## src/rtl/ordered_key_list_engine_unit_defines.svh

```systemverilog
// ----------------------------------------------------------------------------
// Ordered key list engine assertion macros
// Shared concurrent assertion forms used by the RTL of the list engine.
// ----------------------------------------------------------------------------
`ifndef ORDERED_KEY_LIST_ENGINE_UNIT_DEFINES_SVH
`define ORDERED_KEY_LIST_ENGINE_UNIT_DEFINES_SVH

`ifndef ASSERT_OFF
`define OKL_ASSERT(lbl, cond, msg) \
  lbl: assert property (@(posedge clk) disable iff (rst) (cond)) else $error(msg);
`define OKL_ASSERT_NEXT(lbl, ante, cons, msg) \
  lbl: assert property (@(posedge clk) disable iff (rst) (ante) |=> (cons)) else $error(msg);
`else
`define OKL_ASSERT(lbl, cond, msg)
`define OKL_ASSERT_NEXT(lbl, ante, cons, msg)
`endif

`endif

```

## src/rtl/okl_pkg.sv

```systemverilog
// ----------------------------------------------------------------------------
// Ordered key list engine package
// Sizes, command and status codes, sequencer states and shared structs.
// ----------------------------------------------------------------------------
`timescale 1ns / 1ps
`default_nettype none

package okl_pkg;

  localparam int CAPACITY = 64;
  localparam int ADDR_W   = $clog2(CAPACITY);
  localparam int LEN_W    = $clog2(CAPACITY + 1);
  localparam int KEY_W    = 32;
  localparam int POS_W    = 6;

  typedef enum logic [2:0] {
    CMD_PUSH_FRONT = 3'd0,
    CMD_INS_BEFORE = 3'd1,
    CMD_ORD_INSERT = 3'd2,
    CMD_DELETE     = 3'd3,
    CMD_CLEAR      = 3'd4,
    CMD_FIND       = 3'd5,
    CMD_DUMP       = 3'd6,
    CMD_NOP        = 3'd7
  } cmd_t;

  typedef enum logic [1:0] {
    STS_OK        = 2'd0,
    STS_NOT_FOUND = 2'd1,
    STS_FULL      = 2'd2,
    STS_EMPTY     = 2'd3
  } status_t;

  typedef enum logic [3:0] {
    S_IDLE,
    S_START,
    S_SEARCH,
    S_ACT,
    S_SHIFT_UP,
    S_PUT,
    S_SHIFT_DN,
    S_DUMP,
    S_REPLY
  } state_t;

  typedef struct packed {
    status_t                  status;
    logic signed [KEY_W-1:0]  key;
    logic        [POS_W-1:0]  pos;
    logic                     last;
  } res_t;

  typedef struct packed {
    logic             busy;
    logic [LEN_W-1:0] len;
  } stat_t;

endpackage

`default_nettype wire

```

## src/rtl/okl_ram.sv

```systemverilog
// ----------------------------------------------------------------------------
// Generic single-port-write RAM
// One write port and one read port with registered, enabled read data.
// ----------------------------------------------------------------------------
`timescale 1ns / 1ps
`default_nettype none

module okl_ram #(
  parameter int WIDTH = 32,
  parameter int DEPTH = 64
) (
  input  wire logic                     clk,
  input  wire logic                     wr_en,
  input  wire logic [$clog2(DEPTH)-1:0] wr_addr,
  input  wire logic [WIDTH-1:0]         wr_data,
  input  wire logic                     rd_en,
  input  wire logic [$clog2(DEPTH)-1:0] rd_addr,
  output      logic [WIDTH-1:0]         rd_data
);

  logic [WIDTH-1:0] mem [DEPTH];

  always_ff @(posedge clk) begin
    if (wr_en) begin
      mem[wr_addr] <= wr_data;
    end
    if (rd_en) begin
      rd_data <= mem[rd_addr];
    end
  end

endmodule

`default_nettype wire

```

## src/rtl/okl_key_cmp.sv

```systemverilog
// ----------------------------------------------------------------------------
// Ordered key list key comparator
// Shared compare unit: equality for searches, signed greater-than for
// ordered insertion.
// ----------------------------------------------------------------------------
`timescale 1ns / 1ps
`default_nettype none

module okl_key_cmp (
  input  wire logic                           ordered,
  input  wire logic signed [okl_pkg::KEY_W-1:0] entry,
  input  wire logic signed [okl_pkg::KEY_W-1:0] key,
  output      logic                           hit
);

  import okl_pkg::*;

  always_comb begin
    if (ordered) begin
      hit = (entry > key);
    end else begin
      hit = (entry == key);
    end
  end

endmodule

`default_nettype wire

```

## src/rtl/okl_ctrl.sv

```systemverilog
// ----------------------------------------------------------------------------
// Ordered key list sequencer
// Walks the key memory one entry per cycle to search, shift and dump (a dump
// waits while the output register is not free), and keeps the list length.
// ----------------------------------------------------------------------------
`timescale 1ns / 1ps
`default_nettype none

module okl_ctrl (
  input  wire logic                            clk,
  input  wire logic                            rst,
  input  wire logic                            in_valid,
  input  wire okl_pkg::cmd_t                   in_cmd,
  input  wire logic signed [okl_pkg::KEY_W-1:0] in_mkey,
  input  wire logic signed [okl_pkg::KEY_W-1:0] in_val,
  input  wire logic                            out_free,
  output      logic                            res_valid,
  output      okl_pkg::res_t                   res,
  output      okl_pkg::stat_t                  stat,
  output      logic                            rd_en,
  output      logic [okl_pkg::ADDR_W-1:0]      rd_addr,
  input  wire logic signed [okl_pkg::KEY_W-1:0] rd_data,
  output      logic                            wr_en,
  output      logic [okl_pkg::ADDR_W-1:0]      wr_addr,
  output      logic signed [okl_pkg::KEY_W-1:0] wr_data
);

  import okl_pkg::*;

  state_t                  state;
  state_t                  state_next;
  cmd_t                    cmd;
  logic signed [KEY_W-1:0] mkey;
  logic signed [KEY_W-1:0] val;
  logic [ADDR_W-1:0]       idx;
  logic [LEN_W-1:0]        len;
  logic [LEN_W-1:0]        pos;
  logic                    found;
  status_t                 rep_status;
  logic signed [KEY_W-1:0] rep_key;

  logic                    hit;
  logic                    ordered;
  logic [LEN_W-1:0]        idx_ext;
  logic [LEN_W-1:0]        idx_inc;
  logic [LEN_W-1:0]        idx_inc2;
  logic [LEN_W-1:0]        pos_inc;
  logic [LEN_W-1:0]        len_dec;
  logic                    is_end;
  logic                    full;
  logic                    empty;
  logic                    ins_go;

  assign ordered  = (cmd == CMD_ORD_INSERT);
  assign idx_ext  = LEN_W'(idx);
  assign idx_inc  = idx_ext + LEN_W'(1);
  assign idx_inc2 = idx_ext + LEN_W'(2);
  assign pos_inc  = pos + LEN_W'(1);
  assign len_dec  = len - LEN_W'(1);
  assign is_end   = (idx_inc == len);
  assign full     = (len >= LEN_W'(CAPACITY));
  assign empty    = (len == '0);
  assign ins_go   = (cmd == CMD_PUSH_FRONT) || (cmd == CMD_ORD_INSERT) ||
                    ((cmd == CMD_INS_BEFORE) && found);

  assign stat.busy = (state != S_IDLE);
  assign stat.len  = len;

  okl_key_cmp u_cmp (
    .ordered (ordered),
    .entry   (rd_data),
    .key     (ordered ? val : mkey),
    .hit     (hit)
  );

  always_comb begin
    state_next = state;
    unique case (state)
      S_IDLE: begin
        if (in_valid) begin
          state_next = S_START;
        end
      end
      S_START: begin
        unique case (cmd) inside
          CMD_PUSH_FRONT: begin
            state_next = full ? S_REPLY : S_ACT;
          end
          CMD_INS_BEFORE, CMD_ORD_INSERT: begin
            if (full) begin
              state_next = S_REPLY;
            end else if (empty) begin
              state_next = S_ACT;
            end else begin
              state_next = S_SEARCH;
            end
          end
          CMD_DELETE, CMD_FIND: begin
            state_next = empty ? S_REPLY : S_SEARCH;
          end
          CMD_DUMP: begin
            state_next = empty ? S_REPLY : S_DUMP;
          end
          default: begin
            state_next = S_REPLY;
          end
        endcase
      end
      S_SEARCH: begin
        if (hit || is_end) begin
          state_next = S_ACT;
        end
      end
      S_ACT: begin
        if (ins_go) begin
          state_next = (pos == len) ? S_PUT : S_SHIFT_UP;
        end else if ((cmd == CMD_DELETE) && found && (pos_inc < len)) begin
          state_next = S_SHIFT_DN;
        end else begin
          state_next = S_REPLY;
        end
      end
      S_SHIFT_UP: begin
        if (idx_ext == pos) begin
          state_next = S_PUT;
        end
      end
      S_PUT: begin
        state_next = S_REPLY;
      end
      S_SHIFT_DN: begin
        if (!(idx_inc2 < len)) begin
          state_next = S_REPLY;
        end
      end
      S_DUMP: begin
        if (out_free && is_end) begin
          state_next = S_IDLE;
        end
      end
      S_REPLY: begin
        if (out_free) begin
          state_next = S_IDLE;
        end
      end
      default: begin
        state_next = S_IDLE;
      end
    endcase
  end

  always_comb begin
    rd_en      = 1'b0;
    rd_addr    = idx;
    wr_en      = 1'b0;
    wr_addr    = idx;
    wr_data    = rd_data;
    res_valid  = 1'b0;
    res.status = rep_status;
    res.key    = rep_key;
    res.pos    = POS_W'(pos);
    res.last   = 1'b1;
    unique case (state)
      S_START: begin
        if ((state_next == S_SEARCH) || (state_next == S_DUMP)) begin
          rd_en   = 1'b1;
          rd_addr = '0;
        end
      end
      S_SEARCH: begin
        if (!(hit || is_end)) begin
          rd_en   = 1'b1;
          rd_addr = idx_inc[ADDR_W-1:0];
        end
      end
      S_ACT: begin
        if (state_next == S_SHIFT_UP) begin
          rd_en   = 1'b1;
          rd_addr = len_dec[ADDR_W-1:0];
        end else if (state_next == S_SHIFT_DN) begin
          rd_en   = 1'b1;
          rd_addr = pos_inc[ADDR_W-1:0];
        end
      end
      S_SHIFT_UP: begin
        wr_en   = 1'b1;
        wr_addr = idx_inc[ADDR_W-1:0];
        if (idx_ext != pos) begin
          rd_en   = 1'b1;
          rd_addr = idx - ADDR_W'(1);
        end
      end
      S_PUT: begin
        wr_en   = 1'b1;
        wr_addr = pos[ADDR_W-1:0];
        wr_data = val;
      end
      S_SHIFT_DN: begin
        wr_en = 1'b1;
        if (idx_inc2 < len) begin
          rd_en   = 1'b1;
          rd_addr = idx_inc2[ADDR_W-1:0];
        end
      end
      S_DUMP: begin
        res_valid  = out_free;
        res.status = STS_OK;
        res.key    = rd_data;
        res.pos    = POS_W'(idx);
        res.last   = is_end;
        if (out_free && !is_end) begin
          rd_en   = 1'b1;
          rd_addr = idx_inc[ADDR_W-1:0];
        end
      end
      S_REPLY: begin
        res_valid = out_free;
      end
      default: begin
      end
    endcase
  end

  always_ff @(posedge clk) begin
    if (rst) begin
      state <= S_IDLE;
      len   <= '0;
    end else begin
      state <= state_next;
      if ((state == S_START) && (cmd == CMD_CLEAR)) begin
        len <= '0;
      end else if (state == S_PUT) begin
        len <= len + LEN_W'(1);
      end else if ((state == S_ACT) && (cmd == CMD_DELETE) && found &&
                   (state_next == S_REPLY)) begin
        len <= len_dec;
      end else if ((state == S_SHIFT_DN) && (state_next == S_REPLY)) begin
        len <= len_dec;
      end
    end
  end

  always_ff @(posedge clk) begin
    case (state)
      S_IDLE: begin
        if (in_valid) begin
          cmd  <= in_cmd;
          mkey <= in_mkey;
          val  <= in_val;
        end
      end
      S_START: begin
        pos     <= '0;
        idx     <= '0;
        found   <= 1'b0;
        rep_key <= '0;
        if (((cmd == CMD_PUSH_FRONT) || (cmd == CMD_INS_BEFORE) ||
             (cmd == CMD_ORD_INSERT)) && full) begin
          rep_status <= STS_FULL;
        end else if (((cmd == CMD_DELETE) || (cmd == CMD_FIND) ||
                      (cmd == CMD_DUMP)) && empty) begin
          rep_status <= STS_EMPTY;
        end else begin
          rep_status <= STS_OK;
        end
      end
      S_SEARCH: begin
        if (hit) begin
          pos   <= idx_ext;
          found <= 1'b1;
        end else if (is_end) begin
          pos <= len;
        end else begin
          idx <= idx + ADDR_W'(1);
        end
      end
      S_ACT: begin
        if (state_next == S_SHIFT_UP) begin
          idx <= len_dec[ADDR_W-1:0];
        end else if (state_next == S_SHIFT_DN) begin
          idx <= pos[ADDR_W-1:0];
        end else if (state_next == S_REPLY) begin
          if (found) begin
            rep_status <= STS_OK;
            if (cmd == CMD_FIND) begin
              rep_key <= rd_data;
            end
          end else begin
            rep_status <= STS_NOT_FOUND;
            pos        <= '0;
          end
        end
      end
      S_SHIFT_UP: begin
        idx <= idx - ADDR_W'(1);
      end
      S_SHIFT_DN: begin
        idx <= idx + ADDR_W'(1);
      end
      S_DUMP: begin
        if (out_free && !is_end) begin
          idx <= idx + ADDR_W'(1);
        end
      end
      default: begin
      end
    endcase
  end

endmodule

`default_nettype wire

```

## src/rtl/ordered_key_list_engine_unit.sv

```systemverilog
// ----------------------------------------------------------------------------
// Ordered key list engine
// A bounded list of up to 64 signed 32-bit keys with push, keyed and ordered
// insertion, delete, clear, find and dump, behind stream ports.
// ----------------------------------------------------------------------------
// The block takes one command word at a time and is not ready again until
// its last result word has been loaded into the output register. The keys
// sit in a single memory with one read and one write port, and the sequencer
// touches one entry per cycle, save where a dump waits on the output side:
// a search walks the entries in order until a hit or the list end, and an
// insert or delete then moves the entries behind the position one at a
// time. A dump delivers one word per cycle while the output side keeps
// taking them. Clear, and any command refused on a full or empty list, go
// straight to the reply without touching the memory.
`timescale 1ns / 1ps
`default_nettype none
`include "ordered_key_list_engine_unit_defines.svh"

module ordered_key_list_engine_unit (
  input  wire logic        clk,
  input  wire logic        rst,
  input  wire logic        s_tvalid,
  output      logic        s_tready,
  input  wire logic [71:0] s_tdata,   // cmd[2:0], match_key[34:3], value[66:35], zeros
  output      logic        m_tvalid,
  input  wire logic        m_tready,
  output      logic [39:0] m_tdata,   // status[1:0], entry_key[33:2], position[39:34]
  output      logic        m_tlast
);

  import okl_pkg::*;

  logic                    res_valid;
  res_t                    res;
  stat_t                   stat;
  res_t                    out_res;
  logic                    out_free;
  logic                    rd_en;
  logic [ADDR_W-1:0]       rd_addr;
  logic signed [KEY_W-1:0] rd_data;
  logic                    wr_en;
  logic [ADDR_W-1:0]       wr_addr;
  logic signed [KEY_W-1:0] wr_data;

  assign s_tready = !stat.busy;
  assign out_free = !m_tvalid || m_tready;

  okl_ctrl u_ctrl (
    .clk       (clk),
    .rst       (rst),
    .in_valid  (s_tvalid),
    .in_cmd    (cmd_t'(s_tdata[2:0])),
    .in_mkey   (s_tdata[34:3]),
    .in_val    (s_tdata[66:35]),
    .out_free  (out_free),
    .res_valid (res_valid),
    .res       (res),
    .stat      (stat),
    .rd_en     (rd_en),
    .rd_addr   (rd_addr),
    .rd_data   (rd_data),
    .wr_en     (wr_en),
    .wr_addr   (wr_addr),
    .wr_data   (wr_data)
  );

  okl_ram #(
    .WIDTH (KEY_W),
    .DEPTH (CAPACITY)
  ) u_keys (
    .clk     (clk),
    .wr_en   (wr_en),
    .wr_addr (wr_addr),
    .wr_data (wr_data),
    .rd_en   (rd_en),
    .rd_addr (rd_addr),
    .rd_data (rd_data)
  );

  always_ff @(posedge clk) begin
    if (rst) begin
      m_tvalid <= 1'b0;
    end else if (res_valid) begin
      m_tvalid <= 1'b1;
    end else if (m_tready) begin
      m_tvalid <= 1'b0;
    end
  end

  always_ff @(posedge clk) begin
    if (res_valid) begin
      out_res <= res;
    end
  end

  assign m_tdata = {out_res.pos, out_res.key, out_res.status};
  assign m_tlast = out_res.last;

  `OKL_ASSERT(a_len_bound, stat.len <= LEN_W'(CAPACITY), "list length beyond capacity")
  `OKL_ASSERT(a_res_slot, !res_valid || !m_tvalid || m_tready, "result word overwrites a pending word")
  `OKL_ASSERT_NEXT(a_busy_after_accept, s_tvalid && s_tready, !s_tready, "ready stayed high after accept")

endmodule

`default_nettype wire
```

## config.mk

```make
export PLATFORM = sky130hd
export DESIGN_NAME = ordered_key_list_engine_unit
export DESIGN_NICKNAME = d
export VERILOG_FILES = /design/src/rtl/okl_pkg.sv /design/src/rtl/okl_ram.sv /design/src/rtl/okl_key_cmp.sv /design/src/rtl/okl_ctrl.sv /design/src/rtl/ordered_key_list_engine_unit.sv
export VERILOG_INCLUDE_DIRS = /design/src /design/src/rtl
export SDC_FILE = /design/constraint.sdc
export NUM_CORES = 2
export LEC_CHECK = 0
export BUFFER_PORTS_ARGS = -buffer_cell sky130_fd_sc_hd__buf_2
export CORE_ASPECT_RATIO = 2
export CORE_MARGIN = 2
export CORE_UTILIZATION = 49
export DETAILED_ROUTE_END_ITERATION = 10
export RECOVER_POWER = 100
export SLEW_MARGIN = 10
export SYNTH_ARGS = -nofsm -noshare
export SYNTH_HDL_FRONTEND = slang
export SYNTH_SLANG_ARGS = --single-unit
export TNS_END_PERCENT = 20
```

## constraint.sdc

```tcl
create_clock -name clk -period 14.01 [get_ports clk]
set_input_delay 2.802 -clock clk [delete_from_list [all_inputs] [get_ports clk]]
set_output_delay 2.802 -clock clk [all_outputs]
set_load 0.005 [all_outputs]
```

**Word-level counts from Yosys, hierarchy flattened**

Memories as Yosys holds them, arrays and structs flattened. A register that Yosys moved wholly into a read port is not among the register bits.
Cells that the tools add are included.

- Memories: 1
- Word-level logic and storage cells: 182
- Input port bits: 76
- Register bits: 168
- Bits in writable memories: 2048
- Output and inout port bits: 43

Memory list:

| name | depth | bits a word | read ports | clocked after Yosys merged registers in | write ports | RTL line | RTL |
|---|---|---|---|---|---|---|---|
| u_keys.mem | 64 | 32 | 1 | 1 | 1 | okl_ram.sv:21 | `logic [WIDTH-1:0] mem [DEPTH];` |

- Order comparisons: 4
- $add $sub $neg: 7
- Reduce and logical (&&, ||, !) cells: 45
- Equality and inequality tests: 36
- Mux-type cells: 74

Operators by type and width:

| operator | count |
|---|---|
| 32-bit two-way mux | 7 |
| 6-bit two-way mux | 12 |
| 6-bit case mux with 6 select lines | 2 |
| 32-bit case mux with 2 select lines | 1 |
| 7-bit two-way mux | 9 |
| 4-bit two-way mux | 12 |
| 39-bit two-way mux | 1 |
| 4-bit case mux with 9 select lines | 1 |
| 32-bit == test | 1 |
| 32-bit greater-than comparator | 1 |
| 4-bit by 3-bit == test with 1-bit output, second input constant | 7 |
| 7-bit case mux with 3 select lines | 1 |
| 1-bit two-way mux | 18 |
| 4-bit case mux with 4 select lines | 1 |
| 7-bit by 1-bit adder with 7-bit output, second input constant | 2 |
| 7-bit == test | 2 |
| 7-bit less-than comparator | 2 |
| 2-bit != test, second input constant | 7 |
| 4-bit by 2-bit == test with 1-bit output, second input constant | 3 |
| 1-bit logical AND | 12 |
| 6-bit case mux with 2 select lines | 1 |
| 6-bit AND reduction | 2 |
| 2-bit two-way mux | 5 |
| 3-bit == test, second input constant | 3 |
| other kinds (32) | 53 |

**Logic depth before layout (Yosys ltp)**

- Depth in word-level cells: 12
- Mapped depth: 28

**Cells and area by module**

Synthesis repeated with hierarchy kept, for this count alone.

- Cells, all modules: 4608
- Area, all modules: 89362.0 um2

By module, submodules not included:

| module | area an instance (um2) | instances | cells an instance |
|---|---|---|---|
| okl_ram | 79202.2 | 1 | 3572 |
| okl_ctrl | 8062.7 | 1 | 874 |
| ordered_key_list_engine_unit | 1281.2 | 1 | 46 |
| okl_key_cmp | 815.8 | 1 | 116 |

**Worst setup path before layout**

OpenSTA, ideal clock, no wires.

- Kind: input-to-reg
- Start point: input s_tvalid
- End point: register u_keys.rd_data[0], read port of u_keys.mem (enable)
- Setup time: 0.466 ns
- Buffers on the path: 0
- Arrival time: 7.514 ns
- Path slack: 6.031 ns
- Stages on the path: 9
- Cells stage by stage: and2_1 > a31oi_1 > nand3_1 > a21o_1 > nor2_1 > and2_4 > nor4_1 > a21oi_1 > o21ai_0

- Word-level cells in the longest chain between the ends: 6

RTL lines:

| item | RTL line | RTL |
|---|---|---|
| start, declared | ordered_key_list_engine_unit.sv:22 | `input wire logic s_tvalid,` |
| 4-bit two-way mux * | okl_ctrl.sv:80 | `if (in_valid) begin` |
| 4-bit case mux with 9 select lines * | okl_ctrl.sv:78 | `unique case (state)` |
| 4-bit by 3-bit == test with 1-bit output, or another cell as far along | okl_ctrl.sv:180 | `end else if (state_next == S_SHIFT_DN) begin` |
| 1-bit two-way mux / 1-bit logical OR (equally long branches) | okl_ctrl.sv:180, okl_ctrl.sv:165 |  |
| 1-bit two-way mux, on equally long branches | okl_ctrl.sv:177, okl_ctrl.sv:165 |  |
| 1-bit case mux with 6 select lines * | okl_ctrl.sv:163 | `unique case (state)` |
| named net rd_en | ordered_key_list_engine_unit.sv:38 | `logic rd_en;` |
| end, declared | okl_ram.sv:18 | `output logic [WIDTH-1:0] rd_data` |

Mark *: on every way through the listed nets, which the timed path passes. The rest lies on a longest branch.
A chain may end at the register's enable or synchronous reset.

**Worst setup path in the final report**

- Start point: register u_ctrl.cmd[1]
- End point: register u_keys.rd_data[21], read port of u_keys.mem, data pin

- Word-level cells in the longest chain between the ends: 11

RTL lines:

| item | RTL line | RTL |
|---|---|---|
| start, declared | okl_ctrl.sv:32 | `cmd_t cmd;` |
| start signal, assigned | okl_ctrl.sv:247 | `cmd <= in_cmd;` |
| 3-bit by 2-bit == test with 1-bit output | okl_ctrl.sv:54, okl_ctrl.sv:63 |  |
| 32-bit two-way mux | okl_ctrl.sv:72 | `.key (ordered ? val : mkey),` |
| 32-bit greater-than comparator / 32-bit == test (equally long branches) | okl_key_cmp.sv:20, okl_key_cmp.sv:22 |  |
| 1-bit two-way mux | okl_key_cmp.sv:19 | `if (ordered) begin` |
| 1-bit logical OR | okl_ctrl.sv:110, okl_ctrl.sv:171 |  |
| 4-bit two-way mux | okl_ctrl.sv:110 | `if (hit \|\| is_end) begin` |
| 4-bit case mux with 9 select lines | okl_ctrl.sv:78 |  |
| 4-bit by 3-bit == test with 1-bit output, or another cell as far along | okl_ctrl.sv:180 |  |
| 6-bit two-way mux, or another cell as far along | okl_ctrl.sv:180 |  |
| 6-bit two-way mux, or another cell as far along | okl_ctrl.sv:177 | `if (state_next == S_SHIFT_UP) begin` |
| 6-bit case mux with 6 select lines / 1-bit case mux with 6 select lines (equally long branches) | okl_ctrl.sv:163 |  |

Several ways; a longest one is shown, not always the timed one.

==> results.md <==
- Post-CTS resize count: 0
- Detailed placement HPWL: between 150,000 and 200,000 µm
- Largest family of logic cells by synthesized area: compound AO/OA/AOI/OAI gates
- Flop pwr share: a little under 50%
- Slew headroom: -183%
- Final Setup Violations: 0
- Iter 0 DRT Violations: roughly 7,100
- Clk_lat worst skew: between 0.8 and 0.9 ns
- Via count: between 50,000 and 60,000
- Final RePlAce weighted congestion: just under 0.9
- Synth Flop Type: edfxtp_1
- Gate power share: approximately 17%
- Pin count of the biggest net entering global routing: between 150 and 200
- Post-synth EDFFs: about 2,200
- Compound-cell area share of the yosys netlist: under 10%
- Core Area: about 180,000 µm²
- Hold Path Class: reg2reg
- Filler cells: 14,600
- Final TNS setup: 0 ns
- # H-tree levels: 4
- ANT nets after route: 0
- Post-route insts no fill: between 8,000 and 9,000
- First-pass GRT wire length: 374,000 µm
- Final period util: just under 80%
- Post-synthesis cell count: ~5,900
- Synthesized flop and latch total: 2,248
- Width of the die: ~310 µm
- P_leak: around 0.032 µW
- CTS sink cnt: roughly 2,200
- Initial Util: ~49%
- Net switching power figure: roughly 4400 µW
- TritonCTS Buffers: 200
- MaxCap Viol Count: approximately 110
- Mux cell area share after synthesis: under 10%
- Inst Count DP: roughly 8,200
- Overall Global Routing Usage: 28.0%
- Nets: just over 6,000
- Distinct cells, synth: 84
- Simple-Gate Fraction of Synth Area: a little under 8%
- Violated checks: max-capacitance violations, max-slew violations
- Power per cell area: between 150 and 200 nW/µm²
- Cts hold-fix bufs: 0
- Row cnt: 223
- Critical path arrival: ~11 ns
- Layout area overhead: 10.6%
- Post-synthesis cell area: 90,500 µm²
- Ys async rst share: 0%
- DRT Wirelength: 266,000 µm
- Unrepaired setup endpoints after global routing: no
- Sw Ratio: around 28%
- Post-synthesis xor/xnor area fraction: 0.377%
- IO Pins: 119
- Vias in the first global route: between 50,000 and 60,000
- CP Class: reg2reg
- Worst path cell trace: nor2b_1 -> nand2b_2 -> clkbuf_1 -> mux2i_1 -> ha_1 -> and4_1 -> and3_1 -> and4_1 -> a21oi_1 -> a2bb2oi_1 -> or3_4 -> a2111oi_4 -> o41ai_1 -> a21o_4 -> buf_12 -> buf_4 -> mux4_2 -> a22oi_1 -> and4_1 -> o211ai_1
- Via density: between 6 and 7
- Crit path launch type: flop
- Internal power: 11,400 µW
- CTS max path bufs: 4
- Max frequency: just over 0.09 GHz
- Final Skew: roughly 0.047 ns
- Syn_area_per_cell: 15.4 µm²
- Clock power share: between 30 and 40%
- CP max FO: approximately 110
- Crit-path max cell delay: about 2.1 ns
- Worst path required time: between 10 and 15 ns
- Buf/Inv on CP: 3
- Status: finished, violations left
- Tmin final: 10.89 ns
- Pre-antenna DRT Iters: 6
- Full die area: between 150,000 and 200,000 µm²
- Routed len/inst: approximately 31 µm
- Synth Net Count: 6,019
- CTS tree: done
- Postcts setup bufs: 0
- Slew Limit Fails: 4,475
- Die Span Y: ~610 µm
- Slowest CP cell: clkbuf_1
- Root Buffer Master: clkbuf_16
- CP delay by family, top: buffers and inverters
- YS warnings: 0
- Residual DRC: 0
- GR Overflow Total: 0
- Layout cells sized above 1: around an eighth
- CP dominant cell by count: and4_1
- Least-Margin Pin Slew: 4.14 ns
- Register area share after synthesis: 74.5%
- I/O Buffers: between 100 and 150
- Adder and majority gate portion of the synthesized area: 0.760%
- Final hold vios: 0
- Worst-path clk slew: 0.07 ns
- Crit. End Element: flop
- Peak supply drop: 0.000127 V
- Antenna violations before repair: 17
cells in the final DEF, fill, tap and decap left out, types with 35 or more instances in the layout:
| cell type | instances |
|---|---|
| buf_4 | 60 |
| a22oi_1 | 197 |
| a21oi_1 | 651 |
| ha_1 | 55 |
| buf_2 | 77 |
| nand2b_1 | 39 |
| clkbuf_16 | 200 |
| and4_1 | 68 |
| o22ai_1 | 42 |
| nor2_1 | 66 |
| o211a_1 | 35 |
| clkbuf_1 | 179 |
| mux2i_1 | 104 |
| nor2_4 | 63 |
| o21ai_0 | 58 |
| mux4_2 | 190 |
| edfxtp_1 | 2236 |
| nand2_1 | 1116 |
| clkinv_1 | 43 |
| nand3_1 | 105 |
per-layer routing:
layer,global-route usage [%],vias to the layer above,wire length [µm],part of all wire [%]
met1,37.3,27600,101000,38
met4,13.4,4,14200,5.3
li1,-,23000,-,-
met3,4.29,445,22800,8.6
met2,45.3,2617,128000,48
met5,0,-,26,0.0098
logic make-up after synthesis:
family                   after synthesis
adder cells (fa/ha/maj)               55
multiplexers                         295
AO/OA/AOI/OAI                       1245
buffers and inverters                393
XOR/XNOR                              39
flip-flops                          2248
AND/OR/NAND/NOR                     1613
power groups by stage:
stage	clock (µW)	combinational [µW]	sequential, µW
2_1_floorplan	0	1740	7790
3_3_place_gp	0	2690	7820
3_5_place_dp	0	2750	7820
4_1_cts	5390	2750	7680
5_1_grt	5630	2920	7720
6_report	5320	2750	7720
worst paths after layout:
kind,startpoint,end,slack (ns),cells after the start
setup / recovery,u_ctrl.cmd[1]$_DFFE_PP_,u_keys.rd_data[21]$_DFFE_PP_,3.12,20
hold / removal,m_tvalid$_SDFFE_PP0P_,m_tvalid$_SDFFE_PP0P_,0.49,2
hold reg to reg,m_tvalid$_SDFFE_PP0P_,m_tvalid$_SDFFE_PP0P_,0.49,2
setup reg to reg,u_ctrl.cmd[1]$_DFFE_PP_,u_keys.rd_data[21]$_DFFE_PP_,3.12,20
state kept, by name, summed over array words and instances (netlist names), 6 cells and up:
register,cells
m_tdata,40
u_ctrl.pos,7
u_ctrl.mkey,32
u_ctrl.rep_key,32
u_ctrl.idx,6
u_ctrl.len,7
u_keys.mem,2048
u_ctrl.val,32
u_keys.rd_data,32
metrics by stage:
stage          hold slack (ns)  instance area [µm²]  total power (µW)  setup WS (ns)  util, %
2_1_floorplan            0.464                90500              9530           6.03        -
3_3_place_gp             0.481                94400             10500           4.84     51.4
3_5_place_dp             0.473                94400             10600           4.76     51.4
4_1_cts                  0.486               101000             15800           5.28     54.7
5_1_grt                  0.500               100000             16300           2.56     54.4
6_report                 0.491               100000             15800           3.12     54.4
Yosys cell counts (55+ instances only):
| master | number | share of area [%] |
|---|---|---|
| mux2i_1 | 104 | 1.2 |
| and4_1 | 68 | 0.66 |
| nand2_1 | 1140 | 4.7 |
| edfxtp_1 | 2236 | 74 |
| mux4_2 | 190 | 4.7 |
| a21oi_1 | 652 | 3.6 |
| buf_2 | 93 | 0.51 |
| a22oi_1 | 197 | 1.6 |
| ha_1 | 55 | 0.76 |
| nand3_1 | 107 | 0.59 |
| nor2_1 | 128 | 0.53 |
| clkbuf_1 | 214 | 0.89 |
| o21ai_0 | 63 | 0.35 |
worst register-to-register path, stage by stage (launching register included):
cell       delay (ns)
edfxtp_1         0.56
nor2b_1          0.25
nand2b_2         0.09
clkbuf_1         2.11
mux2i_1          0.77
ha_1             0.54
and4_1           0.23
and3_1           0.29
and4_1           0.36
a21oi_1          0.14
a2bb2oi_1        0.48
or3_4            0.27
a2111oi_4        0.08
o41ai_1          0.83
a21o_4           0.56
buf_12           0.46
buf_4            0.93
mux4_2           0.58
a22oi_1          0.29
and4_1           0.63
o211ai_1         0.18
cell type report:
| class | count | area (µm²) | area share [%] |
|---|---|---|---|
| clock inverter | 111 | 1010 | 1.01 |
| multi-input combinational | 3247 | 21900 | 21.9 |
| clock buffer | 236 | 5140 | 5.14 |
| inverter | 19 | 71.3 | 0.0713 |
| antenna | 18 | 45.0 | 0.0450 |
| tap | 2362 | 2960 | 2.95 |
| timing repair buffer | 290 | 1570 | 1.57 |
| sequential | 2248 | 67400 | 67.3 |
(Power assumes the default switching activity.)
